==> config.mk <==
export PLATFORM = sky130hd
export DESIGN_NAME = csv_field_tokenizer
export DESIGN_NICKNAME = d
export VERILOG_FILES = /design/src/rtl/csvft_pkg.sv /design/src/rtl/csv_field_tokenizer.sv /design/src/rtl/csvft_ctrl.sv /design/src/rtl/csvft_dp.sv
export SDC_FILE = /design/constraint.sdc
export NUM_CORES = 1
export LEC_CHECK = 0
export BUFFER_PORTS_ARGS = -buffer_cell sky130_fd_sc_hd__buf_2
export CAP_MARGIN = 20
export CORE_UTILIZATION = 52
export CTS_CLUSTER_DIAMETER = 50
export DETAILED_ROUTE_END_ITERATION = 7
export PLACE_DENSITY_LB_ADDON = 0.2
export REMOVE_ABC_BUFFERS = 1
export SLEW_MARGIN = 5
export SYNTH_ARGS = -nofsm -noshare
export SYNTH_HDL_FRONTEND = slang
export SYNTH_HIERARCHICAL = 1
export SYNTH_SLANG_ARGS = --single-unit
==> constraint.sdc <==
create_clock -name clk -period 3.9 [get_ports clk]
set_input_delay 1.17 -clock clk [delete_from_list [all_inputs] [get_ports clk]]
set_output_delay 1.17 -clock clk [all_outputs]
set_load 0.005 [all_outputs]
==> src/rtl/csvft_pkg.sv <==
`timescale 1ns / 1ps

package csvft_pkg;

	localparam int MAX_COLS_DEF = 32;

	localparam int BYTE_W = 8;
	localparam int ROW_W  = 16;
	localparam int COL_W  = 8;

	localparam logic [BYTE_W-1:0] QUOTE_BYTE   = 8'h22;
	localparam logic [BYTE_W-1:0] NEWLINE_BYTE = 8'h0A;

	localparam logic [BYTE_W-1:0] DELIM_RESET = 8'd59;
	localparam logic              PAD_RESET   = 1'b0;

	localparam logic CFG_DELIMITER  = 1'b0;
	localparam logic CFG_PAD_ENABLE = 1'b1;

	typedef enum logic [2:0] {
		KIND_BYTE     = 3'd0,
		KIND_FIELD    = 3'd1,
		KIND_PAD      = 3'd2,
		KIND_COL_ERR  = 3'd3,
		KIND_HDR_WIDE = 3'd4,
		KIND_DONE     = 3'd5
	} kind_t;

	typedef enum logic [2:0] {
		ST_IDLE,
		ST_PAD,
		ST_ERR,
		ST_HDRW,
		ST_DONE
	} state_t;

	typedef enum logic [2:0] {
		OP_NONE,
		OP_BYTE,
		OP_PAD,
		OP_ERR,
		OP_HDRW,
		OP_DONE
	} op_t;

	// Commands from the controller to the datapath.
	typedef struct packed {
		op_t  op;
		logic last;
		logic row_end;
		logic halt;
	} cmd_t;

	// Status from the datapath to the controller.
	typedef struct packed {
		logic out_free;
		logic halted;
		logic is_eoi;
		logic row_end;
		logic cc_zero;
		logic hdr_known;
		logic next_lt_hdr;
		logic next_gt_max;
		logic pad_en;
		logic pad_last;
	} sts_t;

endpackage

==> src/rtl/csv_field_tokenizer.sv <==
`timescale 1ns / 1ps

// Channel  Direction  Handshake            Payload
// cfg      in         cfg_we               cfg_index, cfg_data
// in       in         in_valid / in_stall  text_byte, end_of_input
// out      out        out_valid/out_stall  kind, data_byte, row, column, last
//
// An ordinary byte is registered into the output register; a new request is taken every
// cycle while the output register drains and the controller is idle.
// A row end or end of text may add extra results (padded field ends, column error,
// header flag, done), issued one at a time through the single output register.
// Reset clears the quote, row, column and header state and restores the config registers.
// A stalled output holds its result and stalls the input side in turn.

module csv_field_tokenizer #(
	parameter int MAX_COLS = csvft_pkg::MAX_COLS_DEF
) (
	input  logic                          clk,
	input  logic                          arst_n,
	input  logic                          cfg_we,
	input  logic                          cfg_index,
	input  logic [csvft_pkg::BYTE_W-1:0]  cfg_data,
	input  logic                          in_valid,
	output logic                          in_stall,
	input  logic [csvft_pkg::BYTE_W-1:0]  text_byte,
	input  logic                          end_of_input,
	output logic                          out_valid,
	input  logic                          out_stall,
	output logic [2:0]                    kind,
	output logic [csvft_pkg::BYTE_W-1:0]  data_byte,
	output logic [csvft_pkg::ROW_W-1:0]   row,
	output logic [csvft_pkg::COL_W-1:0]   column,
	output logic                          last
);

	csvft_pkg::cmd_t cmd;
	csvft_pkg::sts_t sts;

	csvft_ctrl u_ctrl (
		.clk      (clk),
		.arst_n   (arst_n),
		.in_valid (in_valid),
		.in_stall (in_stall),
		.sts      (sts),
		.cmd      (cmd)
	);

	csvft_dp #(
		.MAX_COLS (MAX_COLS)
	) u_dp (
		.clk          (clk),
		.arst_n       (arst_n),
		.cfg_we       (cfg_we),
		.cfg_index    (cfg_index),
		.cfg_data     (cfg_data),
		.text_byte    (text_byte),
		.end_of_input (end_of_input),
		.out_valid    (out_valid),
		.out_stall    (out_stall),
		.kind         (kind),
		.data_byte    (data_byte),
		.row          (row),
		.column       (column),
		.last         (last),
		.cmd          (cmd),
		.sts          (sts)
	);

endmodule

==> src/rtl/csvft_ctrl.sv <==
`timescale 1ns / 1ps

module csvft_ctrl (
	input  logic              clk,
	input  logic              arst_n,
	input  logic              in_valid,
	output logic              in_stall,
	input  csvft_pkg::sts_t   sts,
	output csvft_pkg::cmd_t   cmd
);

	csvft_pkg::state_t state_q;
	csvft_pkg::state_t state_d;
	csvft_pkg::state_t tgt;
	logic              eoi_seq_q;
	logic              accept;
	logic              live;

	assign accept   = in_valid && (state_q == csvft_pkg::ST_IDLE) && sts.out_free;
	assign live     = accept && !sts.halted;
	assign in_stall = !((state_q == csvft_pkg::ST_IDLE) && sts.out_free);

	// Where a row close goes after its field end has been loaded.
	always_comb begin
		if (sts.is_eoi) begin
			if (sts.hdr_known && sts.next_lt_hdr)
				tgt = sts.pad_en ? csvft_pkg::ST_PAD : csvft_pkg::ST_ERR;
			else
				tgt = csvft_pkg::ST_DONE;
		end else if (!sts.hdr_known) begin
			tgt = sts.next_gt_max ? csvft_pkg::ST_HDRW : csvft_pkg::ST_IDLE;
		end else if (sts.next_lt_hdr) begin
			tgt = sts.pad_en ? csvft_pkg::ST_PAD : csvft_pkg::ST_ERR;
		end else begin
			tgt = csvft_pkg::ST_IDLE;
		end
	end

	always_comb begin
		state_d = state_q;
		case (state_q)
			csvft_pkg::ST_IDLE: begin
				if (live && (sts.is_eoi ? !sts.cc_zero : sts.row_end))
					state_d = tgt;
			end
			csvft_pkg::ST_PAD: begin
				if (sts.out_free && sts.pad_last)
					state_d = eoi_seq_q ? csvft_pkg::ST_DONE : csvft_pkg::ST_IDLE;
			end
			csvft_pkg::ST_ERR, csvft_pkg::ST_HDRW, csvft_pkg::ST_DONE: begin
				if (sts.out_free)
					state_d = csvft_pkg::ST_IDLE;
			end
			default: state_d = csvft_pkg::ST_IDLE;
		endcase
	end

	always_comb begin
		cmd.op      = csvft_pkg::OP_NONE;
		cmd.last    = 1'b0;
		cmd.row_end = 1'b0;
		cmd.halt    = 1'b0;
		case (state_q)
			csvft_pkg::ST_IDLE: begin
				if (live) begin
					if (sts.is_eoi && sts.cc_zero) begin
						cmd.op   = csvft_pkg::OP_DONE;
						cmd.last = 1'b1;
						cmd.halt = 1'b1;
					end else begin
						cmd.op = csvft_pkg::OP_BYTE;
						if (sts.is_eoi) begin
							cmd.last = 1'b0;
						end else if (sts.row_end) begin
							cmd.last    = (tgt == csvft_pkg::ST_IDLE);
							cmd.row_end = (tgt == csvft_pkg::ST_IDLE);
						end else begin
							cmd.last = 1'b1;
						end
					end
				end
			end
			csvft_pkg::ST_PAD: begin
				if (sts.out_free) begin
					cmd.op = csvft_pkg::OP_PAD;
					if (sts.pad_last && !eoi_seq_q) begin
						cmd.last    = 1'b1;
						cmd.row_end = 1'b1;
					end
				end
			end
			csvft_pkg::ST_ERR: begin
				if (sts.out_free) begin
					cmd.op   = csvft_pkg::OP_ERR;
					cmd.last = 1'b1;
					cmd.halt = 1'b1;
				end
			end
			csvft_pkg::ST_HDRW: begin
				if (sts.out_free) begin
					cmd.op      = csvft_pkg::OP_HDRW;
					cmd.last    = 1'b1;
					cmd.row_end = 1'b1;
				end
			end
			csvft_pkg::ST_DONE: begin
				if (sts.out_free) begin
					cmd.op   = csvft_pkg::OP_DONE;
					cmd.last = 1'b1;
					cmd.halt = 1'b1;
				end
			end
			default: cmd.op = csvft_pkg::OP_NONE;
		endcase
	end

	always_ff @(posedge clk or negedge arst_n) begin
		if (!arst_n) begin
			state_q   <= csvft_pkg::ST_IDLE;
			eoi_seq_q <= 1'b0;
		end else begin
			state_q <= state_d;
			if (live)
				eoi_seq_q <= sts.is_eoi;
		end
	end

endmodule

==> src/rtl/csvft_dp.sv <==
`timescale 1ns / 1ps

module csvft_dp #(
	parameter int MAX_COLS = csvft_pkg::MAX_COLS_DEF
) (
	input  logic                           clk,
	input  logic                           arst_n,
	input  logic                           cfg_we,
	input  logic                           cfg_index,
	input  logic [csvft_pkg::BYTE_W-1:0]   cfg_data,
	input  logic [csvft_pkg::BYTE_W-1:0]   text_byte,
	input  logic                           end_of_input,
	output logic                           out_valid,
	input  logic                           out_stall,
	output logic [2:0]                     kind,
	output logic [csvft_pkg::BYTE_W-1:0]   data_byte,
	output logic [csvft_pkg::ROW_W-1:0]    row,
	output logic [csvft_pkg::COL_W-1:0]    column,
	output logic                           last,
	input  csvft_pkg::cmd_t                cmd,
	output csvft_pkg::sts_t                sts
);

	localparam int HDR_W = $clog2(MAX_COLS + 1);
	localparam logic [csvft_pkg::COL_W-1:0] MAX_COL_V = csvft_pkg::COL_W'(MAX_COLS);
	localparam logic [csvft_pkg::COL_W-1:0] COL_SAT   = {csvft_pkg::COL_W{1'b1}};
	localparam logic [csvft_pkg::ROW_W-1:0] ROW_SAT   = {csvft_pkg::ROW_W{1'b1}};

	logic [csvft_pkg::BYTE_W-1:0] delim_q;
	logic                         pad_en_q;
	logic                         in_quotes_q;
	logic                         quote_pend_q;
	logic [HDR_W-1:0]             hdr_q;
	logic [csvft_pkg::ROW_W-1:0]  row_q;
	logic [csvft_pkg::COL_W-1:0]  col_q;
	logic                         halted_q;

	logic                         out_valid_q;
	csvft_pkg::kind_t             kind_q;
	logic [csvft_pkg::BYTE_W-1:0] data_q;
	logic [csvft_pkg::ROW_W-1:0]  row_out_q;
	logic [csvft_pkg::COL_W-1:0]  col_out_q;
	logic                         last_q;

	logic                         is_quote;
	logic                         dropped;
	logic                         iq_eff;
	logic                         literal;
	logic                         is_delim;
	logic                         is_nl;
	logic [csvft_pkg::COL_W-1:0]  cc_next;
	logic [csvft_pkg::COL_W-1:0]  hdr_ext;
	logic                         out_free;

	assign out_free = !out_valid_q || !out_stall;

	// A quote that follows a pending quote is literal; any other byte after it
	// flips the quoting state before it is classified.
	assign is_quote = (text_byte == csvft_pkg::QUOTE_BYTE);
	assign dropped  = !quote_pend_q && is_quote;
	assign iq_eff   = (quote_pend_q && !is_quote) ? !in_quotes_q : in_quotes_q;
	assign literal  = is_quote || iq_eff;
	assign is_delim = !literal && (text_byte == delim_q);
	assign is_nl    = !literal && !is_delim && (text_byte == csvft_pkg::NEWLINE_BYTE);
	assign cc_next  = (col_q == COL_SAT) ? COL_SAT : col_q + 1'b1;
	assign hdr_ext  = csvft_pkg::COL_W'(hdr_q);

	assign sts.out_free    = out_free;
	assign sts.halted      = halted_q;
	assign sts.is_eoi      = end_of_input;
	assign sts.row_end     = is_nl;
	assign sts.cc_zero     = (col_q == '0);
	assign sts.hdr_known   = (hdr_q != '0);
	assign sts.next_lt_hdr = (cc_next < hdr_ext);
	assign sts.next_gt_max = (cc_next > MAX_COL_V);
	assign sts.pad_en      = pad_en_q;
	assign sts.pad_last    = ((col_q + 1'b1) == hdr_ext);

	always_ff @(posedge clk or negedge arst_n) begin
		if (!arst_n) begin
			delim_q      <= csvft_pkg::DELIM_RESET;
			pad_en_q     <= csvft_pkg::PAD_RESET;
			in_quotes_q  <= 1'b0;
			quote_pend_q <= 1'b0;
			hdr_q        <= '0;
			row_q        <= '0;
			col_q        <= '0;
			halted_q     <= 1'b0;
			out_valid_q  <= 1'b0;
		end else begin
			if (cfg_we) begin
				case (cfg_index)
					csvft_pkg::CFG_DELIMITER:  delim_q  <= cfg_data;
					csvft_pkg::CFG_PAD_ENABLE: pad_en_q <= cfg_data[0];
					default: ;
				endcase
			end

			if (out_valid_q && !out_stall)
				out_valid_q <= 1'b0;

			case (cmd.op)
				csvft_pkg::OP_BYTE: begin
					if (end_of_input) begin
						out_valid_q <= 1'b1;
						col_q       <= cc_next;
					end else if (dropped) begin
						quote_pend_q <= 1'b1;
					end else begin
						quote_pend_q <= 1'b0;
						in_quotes_q  <= iq_eff;
						out_valid_q  <= 1'b1;
						if (is_delim || is_nl)
							col_q <= cc_next;
						if (is_nl && (hdr_q == '0))
							hdr_q <= (cc_next > MAX_COL_V) ? HDR_W'(MAX_COLS)
							                               : cc_next[HDR_W-1:0];
					end
				end
				csvft_pkg::OP_PAD: begin
					out_valid_q <= 1'b1;
					col_q       <= col_q + 1'b1;
				end
				csvft_pkg::OP_ERR, csvft_pkg::OP_HDRW, csvft_pkg::OP_DONE: begin
					out_valid_q <= 1'b1;
				end
				default: ;
			endcase

			if (cmd.row_end) begin
				row_q <= (row_q == ROW_SAT) ? ROW_SAT : row_q + 1'b1;
				col_q <= '0;
			end
			if (cmd.halt)
				halted_q <= 1'b1;
		end
	end

	always_ff @(posedge clk) begin
		if (cmd.op != csvft_pkg::OP_NONE) begin
			row_out_q <= row_q;
			last_q    <= cmd.last;
			data_q    <= '0;
			col_out_q <= col_q;
			case (cmd.op)
				csvft_pkg::OP_BYTE: begin
					if (end_of_input || is_delim || is_nl) begin
						kind_q <= csvft_pkg::KIND_FIELD;
					end else begin
						kind_q <= csvft_pkg::KIND_BYTE;
						data_q <= text_byte;
					end
				end
				csvft_pkg::OP_PAD:  kind_q <= csvft_pkg::KIND_PAD;
				csvft_pkg::OP_ERR:  kind_q <= csvft_pkg::KIND_COL_ERR;
				csvft_pkg::OP_HDRW: begin
					kind_q    <= csvft_pkg::KIND_HDR_WIDE;
					col_out_q <= col_q - 1'b1;
				end
				csvft_pkg::OP_DONE: kind_q <= csvft_pkg::KIND_DONE;
				default:            kind_q <= csvft_pkg::KIND_BYTE;
			endcase
		end
	end

	assign out_valid = out_valid_q;
	assign kind      = kind_q;
	assign data_byte = data_q;
	assign row       = row_out_q;
	assign column    = col_out_q;
	assign last      = last_q;

endmodule

# ---- Word level (Yosys, flattened, before mapping)
# Cells that the tools add are included.
dict set report totals {
  word_cells 142
  out_inout_bits 38
  input_bits 23
  register_bits 83
}
dict set report op_classes {
  n_addsub 3
  eq_ne 20
  n_reduce_logical 50
  bitwise 4
  n_lt_le_gt_ge 2
  mux 47
}
# op count
set op_table {}
lappend op_table {{$mux W8} 6}
lappend op_table {{$pmux W3 S5} 2}
lappend op_table {{$mux W3} 9}
lappend op_table {{$add A16 B1 Y16 const B} 1}
lappend op_table {{$eq A16 B16 Y1 const B} 1}
lappend op_table {{$logic_and A1 B1 Y1} 16}
lappend op_table {{$mux W16} 1}
lappend op_table {{$pmux W8 S2} 1}
lappend op_table {{$mux W1} 14}
lappend op_table {{$eq A3 B2 Y1 const B} 4}
lappend op_table {{$mux W4} 3}
lappend op_table {{$mux W6} 2}
lappend op_table {{$logic_not A1 Y1} 11}
lappend op_table {{$eq A3 B3 Y1 const B} 3}
lappend op_table {{$pmux W3 S3} 1}
lappend op_table {{$reduce_and A3 Y1} 3}
lappend op_table {{$add A8 B1 Y8 const B} 1}
lappend op_table {{$eq A8 B4 Y1 const B} 1}
lappend op_table {{$eq A8 B6 Y1} 1}
lappend op_table {{$eq A8 B6 Y1 const B} 1}
lappend op_table {{$eq A8 B8 Y1} 1}
lappend op_table {{$eq A8 B8 Y1 const B} 1}
lappend op_table {{$gt A8 B6 Y1 const B} 1}
lappend op_table {{$logic_not A8 Y1} 1}
lappend op_table {{23 further kinds} 40}

# ---- Depth between registers and ports, before layout
dict set report depth {
  depth_word 18
  mapped_depth 20
  mapped_depth_nobuf 18
}

# ---- Cells and area by module
# The synthesis kept the hierarchy.
# mod n_inst cells_each seq_area_each_um2 area_each_um2
set by_module_without_submodules {}
lappend by_module_without_submodules {csvft_dp 1 341 2163.3 3910.0}
lappend by_module_without_submodules {csvft_ctrl 1 54 100.1 436.7}

# ---- Least setup slack after synthesis
# OpenSTA, ideal clock, no wires.
dict set report synth_path {
  path_kind {input-to-reg}
  start {in text_byte[0] (netlist bit)}
  end {reg u_dp/row_q[15] (netlist bit)}
  n_path_buf 1
  path_slack_ps 224
  required_ps 3775
  setup_time_ps 125
  path_stages 11
  arrival_ps 3551
  cell_sequence {nor4b_2 > nand4_1 > nor3_1 > buf_4 > nand2b_1 > nand2b_1 > o21ai_0 > nand4_1 > or3_1 > nor2_1 > mux2_2}
}
# item line
set synth_lines {}
lappend synth_lines {{start: declaration} csv_field_tokenizer.sv:25} ;# input logic [csvft_pkg::BYTE_W-1:0] text_byte,
lappend synth_lines {{end signal: assignment} csvft_dp.sv:131} ;# row_q <= (row_q == ROW_SAT) ? ROW_SAT : row_q + 1'b1;
lappend synth_lines {{end: declaration} csvft_dp.sv:34} ;# logic [csvft_pkg::ROW_W-1:0] row_q;

==> qor.txt <==
Post-cts sizing count: 0
Worst hold slack: 0.4644 ns
Largest net degree at the start of global routing: 48
Hold endpoint: u_dp/hdr_q[4]$_DFFE_PN0P_
Commonest non-fill, non-tap cell in the layout: buf_2
Max Clock Skew: 0.01407 ns
FF+latch area: 0.002263 mm2
Routed wire length: 8303 um
Clk_lat worst skew: 0.37 ns
Final max-slew violation count: 0
Relative slew slack: 57.68%
Critical path class: flop to flop
Fraction of layout cells with a size suffix above 1: 28.21%
Drt first pass iters: 4
Vias per cell: 5.567
CP max stage delay: 0.45 ns
Total CTS buffers: 9
Hpwl dp: 6116 um
Post-route DRC violation count: 0
Leading post-synthesis cells by cell area: edfxtp_1 (25%), dfrtp_1 (24%), xor2_1 (4.0%)
Vias in the first global route: 2951
CTS tree: yes
H-Tree Depth: 3
CTS Root Cell: clkbuf_8
Top cell type's share of synthesized area: 24.87%
Status: completed
Worst path top cell family by delay: simple AND/OR/NAND/NOR gates
Worst-margin pin slew: 0.6335 ns
Die H: 93.43 um
Syn Inst Count: 395
Power consumption: 1605 uW
Switch share: 24.71%
R2R setup slack: 0.21 ns
Leakage power: 0.002102 uW
Global route overflow: 0
Worst hold stages: 1
Worst-path maximum fanout: 7
Hold Vio Cnt, Final: 0
Sequential power share: 58.3%
Comb power frac: 4.0%
First-pass GRT wire length: 13770 um
Reg clk slew, reported paths: 0.09 ns
Vias after detailed routing: 3212
Critical Path RT: 4.16 ns
Die area: 0.008728 mm2
Worst path arrival time: 3.95 ns
Synth Warn #: 6
Fmax achieved: 270.8 MHz
1st-iter DRT viols: 137
Async set or reset register ratio after synthesis: 56.63%
Cts hold-fix bufs: 0
Pint: 1208 uW
Routability congestion estimate: 0.8574
Pwr Density: 315.6 mW/mm2
Core area: 0.007888 mm2
Buf/Inv on CP: 1
VDD IR max: 0.1930 mV
Initial Utilization: 55.11%
Final nets: 504
Fillers: 623
DR WL/cell: 14.39 um
CP max stage cell: dfrtp_1
N_diodes: 0
Die Wd: 93.43 um
Crit path launch: u_dp/col_q[1]$_DFFE_PN0P_
Most frequent cells in the layout: buf_2 (60), dfrtp_1 (42), nand2_1 (38)
Clock Tree Buf Depth: 2
# port buffers: 60
Mean post-synth cell area: 11.00 um2
Setup TNS: 0 ns
P_sw: 396.5 uW
Initial antenna violation count: 0
Max-cap violation count: 0
Hold WC Path Type: flop to flop
Worst Hold Launch: u_dp/hdr_q[4]$_DFFE_PN0P_
Post-synth EDFFs: 36
Final setup violation count: 0
Total GRT Usage: 20.39%
Synth-to-layout area growth: 16.98%
Period utilization: 94.70%
Register area share after synthesis: 52.07%
Final ANT Viol Nets: 0
CP cell instances: ha_1 -> and2_1 -> nand2_1 -> xor2_2 -> nand2_1 -> ha_1 -> o21a_1 -> nor2_1 -> nor3_2 -> nor3_2 -> a21oi_2 -> nand2b_1 -> o21ai_0 -> buf_4 -> nand4_1 -> or3_1 -> nor2_1 -> mux2_2
Row cnt: 32
Netlist cell types: 62
Crit end category: flop
Worst r2r src: u_dp/col_q[1]$_DFFE_PN0P_
Setup crit start kind: flop
Synthesized cell area: 0.004347 mm2
Area of the multi-input gates: 0.001944 mm2
#FFs+latches synth: 83
Io pins: 61
CTS sink cnt: 83
Reg2Reg Depth: 18
Post-synth top area cell: edfxtp_1
Reg2reg end: u_dp/row_q[15]$_DFFE_PN0P_
Min cycle time layout: 3.693 ns
Clock power frac: 37.7%
Ys flop type: dfrtp_1
Setup Fix Bufs, Post-CTS: 0
==> metal layers <==
layer / vias up / routed length [um] / GRT usage (%)
met1: 1542 / 3795 / 26.83
met5: - / 0 / 0
li1: 1566 / - / -
met4: 0 / 164 / 8.462
met2: 89 / 3968 / 32.84
met3: 15 / 374 / 4.228
==> through the flow <==
step / area, um2 / setup WS [ns] / utilization [%] / cells
finish: 5085 / 0.2067 / 64.47 / 577
global route: 5085 / -0.04218 / 64.47 / 577
CTS: 5046 / 0.07389 / 63.98 / 576
detailed placement: 4851 / 0.07234 / 61.50 / 560
global placement: 4851 / 0.1190 / 61.50 / 560
floorplan: 4238 / -0.5756 / - / 375
==> worst max-delay path by stage <==
stage | to | slack (ns) | depth (start not counted)
2_1_floorplan | u_dp/row_q[15]$_DFFE_PN0P_ | -0.58 | 17
3_3_place_gp | u_dp/hdr_q[0]$_DFFE_PN0P_ | 0.12 | 12
3_5_place_dp | u_dp/row_q[11]$_DFFE_PN0P_ | 0.07 | 12
4_1_cts | u_dp/row_q[11]$_DFFE_PN0P_ | 0.07 | 18
5_1_grt | u_dp/row_q[15]$_DFFE_PN0P_ | -0.04 | 18
6_report | u_dp/row_q[15]$_DFFE_PN0P_ | 0.21 | 18
==> kinds of logic (layout without fill, tap and decap cells) <==
family	Yosys count	after routing	synth area share, %
compound gates	60	60	9.902
xor+xnor	40	40	8.233
fa+ha+maj	11	11	3.166
buf+inv	33	113	3.627
flops	83	83	52.07
mux	12	12	3.080
simple gates	156	156	19.92
==> power by group through the flow <==
stage               registers, uW  logic [uW]  clock network, uW
floorplan                     951        33.5                  0
global placement              954        62.3                  0
detailed placement            955        63.9                  0
CTS                           936        64.2                621
global route                  938        73.5                658
finish                        936        64.7                604
==> synthesized netlist by cell type, types with 2 or more instances <==
cell,n
a21o_1,6
a21oi_1,13
a21oi_2,2
a311oi_1,5
a31oi_1,3
and2_1,13
and3_1,5
and4_1,3
buf_2,6
buf_4,5
clkbuf_1,8
dfrtp_1,42
dfstp_2,5
edfxtp_1,36
ha_1,11
inv_1,12
mux2_2,11
nand2_1,38
nand2b_1,4
nand3_1,11
nand4_1,9
nor2_1,27
nor2b_1,5
nor3_1,10
nor3b_1,4
nor4_1,6
nor4b_1,2
o21a_1,2
o21ai_0,9
o21ai_1,3
o21bai_1,3
o311ai_0,2
or2_1,2
or3_1,5
or4b_1,3
xnor2_1,19
xor2_1,20
==> registers in the layout, summed over array words and instances (netlist names) <==
name,count
u_dp/column,8
u_dp/pad_en_q,1
u_dp/delim_q,8
u_dp/data_byte,8
u_dp/col_q,8
u_dp/halted_q,1
u_dp/out_valid,1
u_dp/quote_pend_q,1
u_ctrl/eoi_seq_q,1
u_dp/row,16
u_ctrl/state_q,3
u_dp/row_q,16
u_dp/last,1
u_dp/in_quotes_q,1
u_dp/hdr_q,6
u_dp/kind,3
==> layout make-up <==
type                            count  share of cell area, %
Multi-Input combinational cell    279                  38.24
Clock buffer                        9                  2.436
Timing Repair Buffer               84                  9.941
Clock inverter                      7                  1.403
Sequential cell                    83                  44.51
Inverter                           13                 0.9596
Tap cell                          102                  2.510
(Power assumes the default switching activity.)
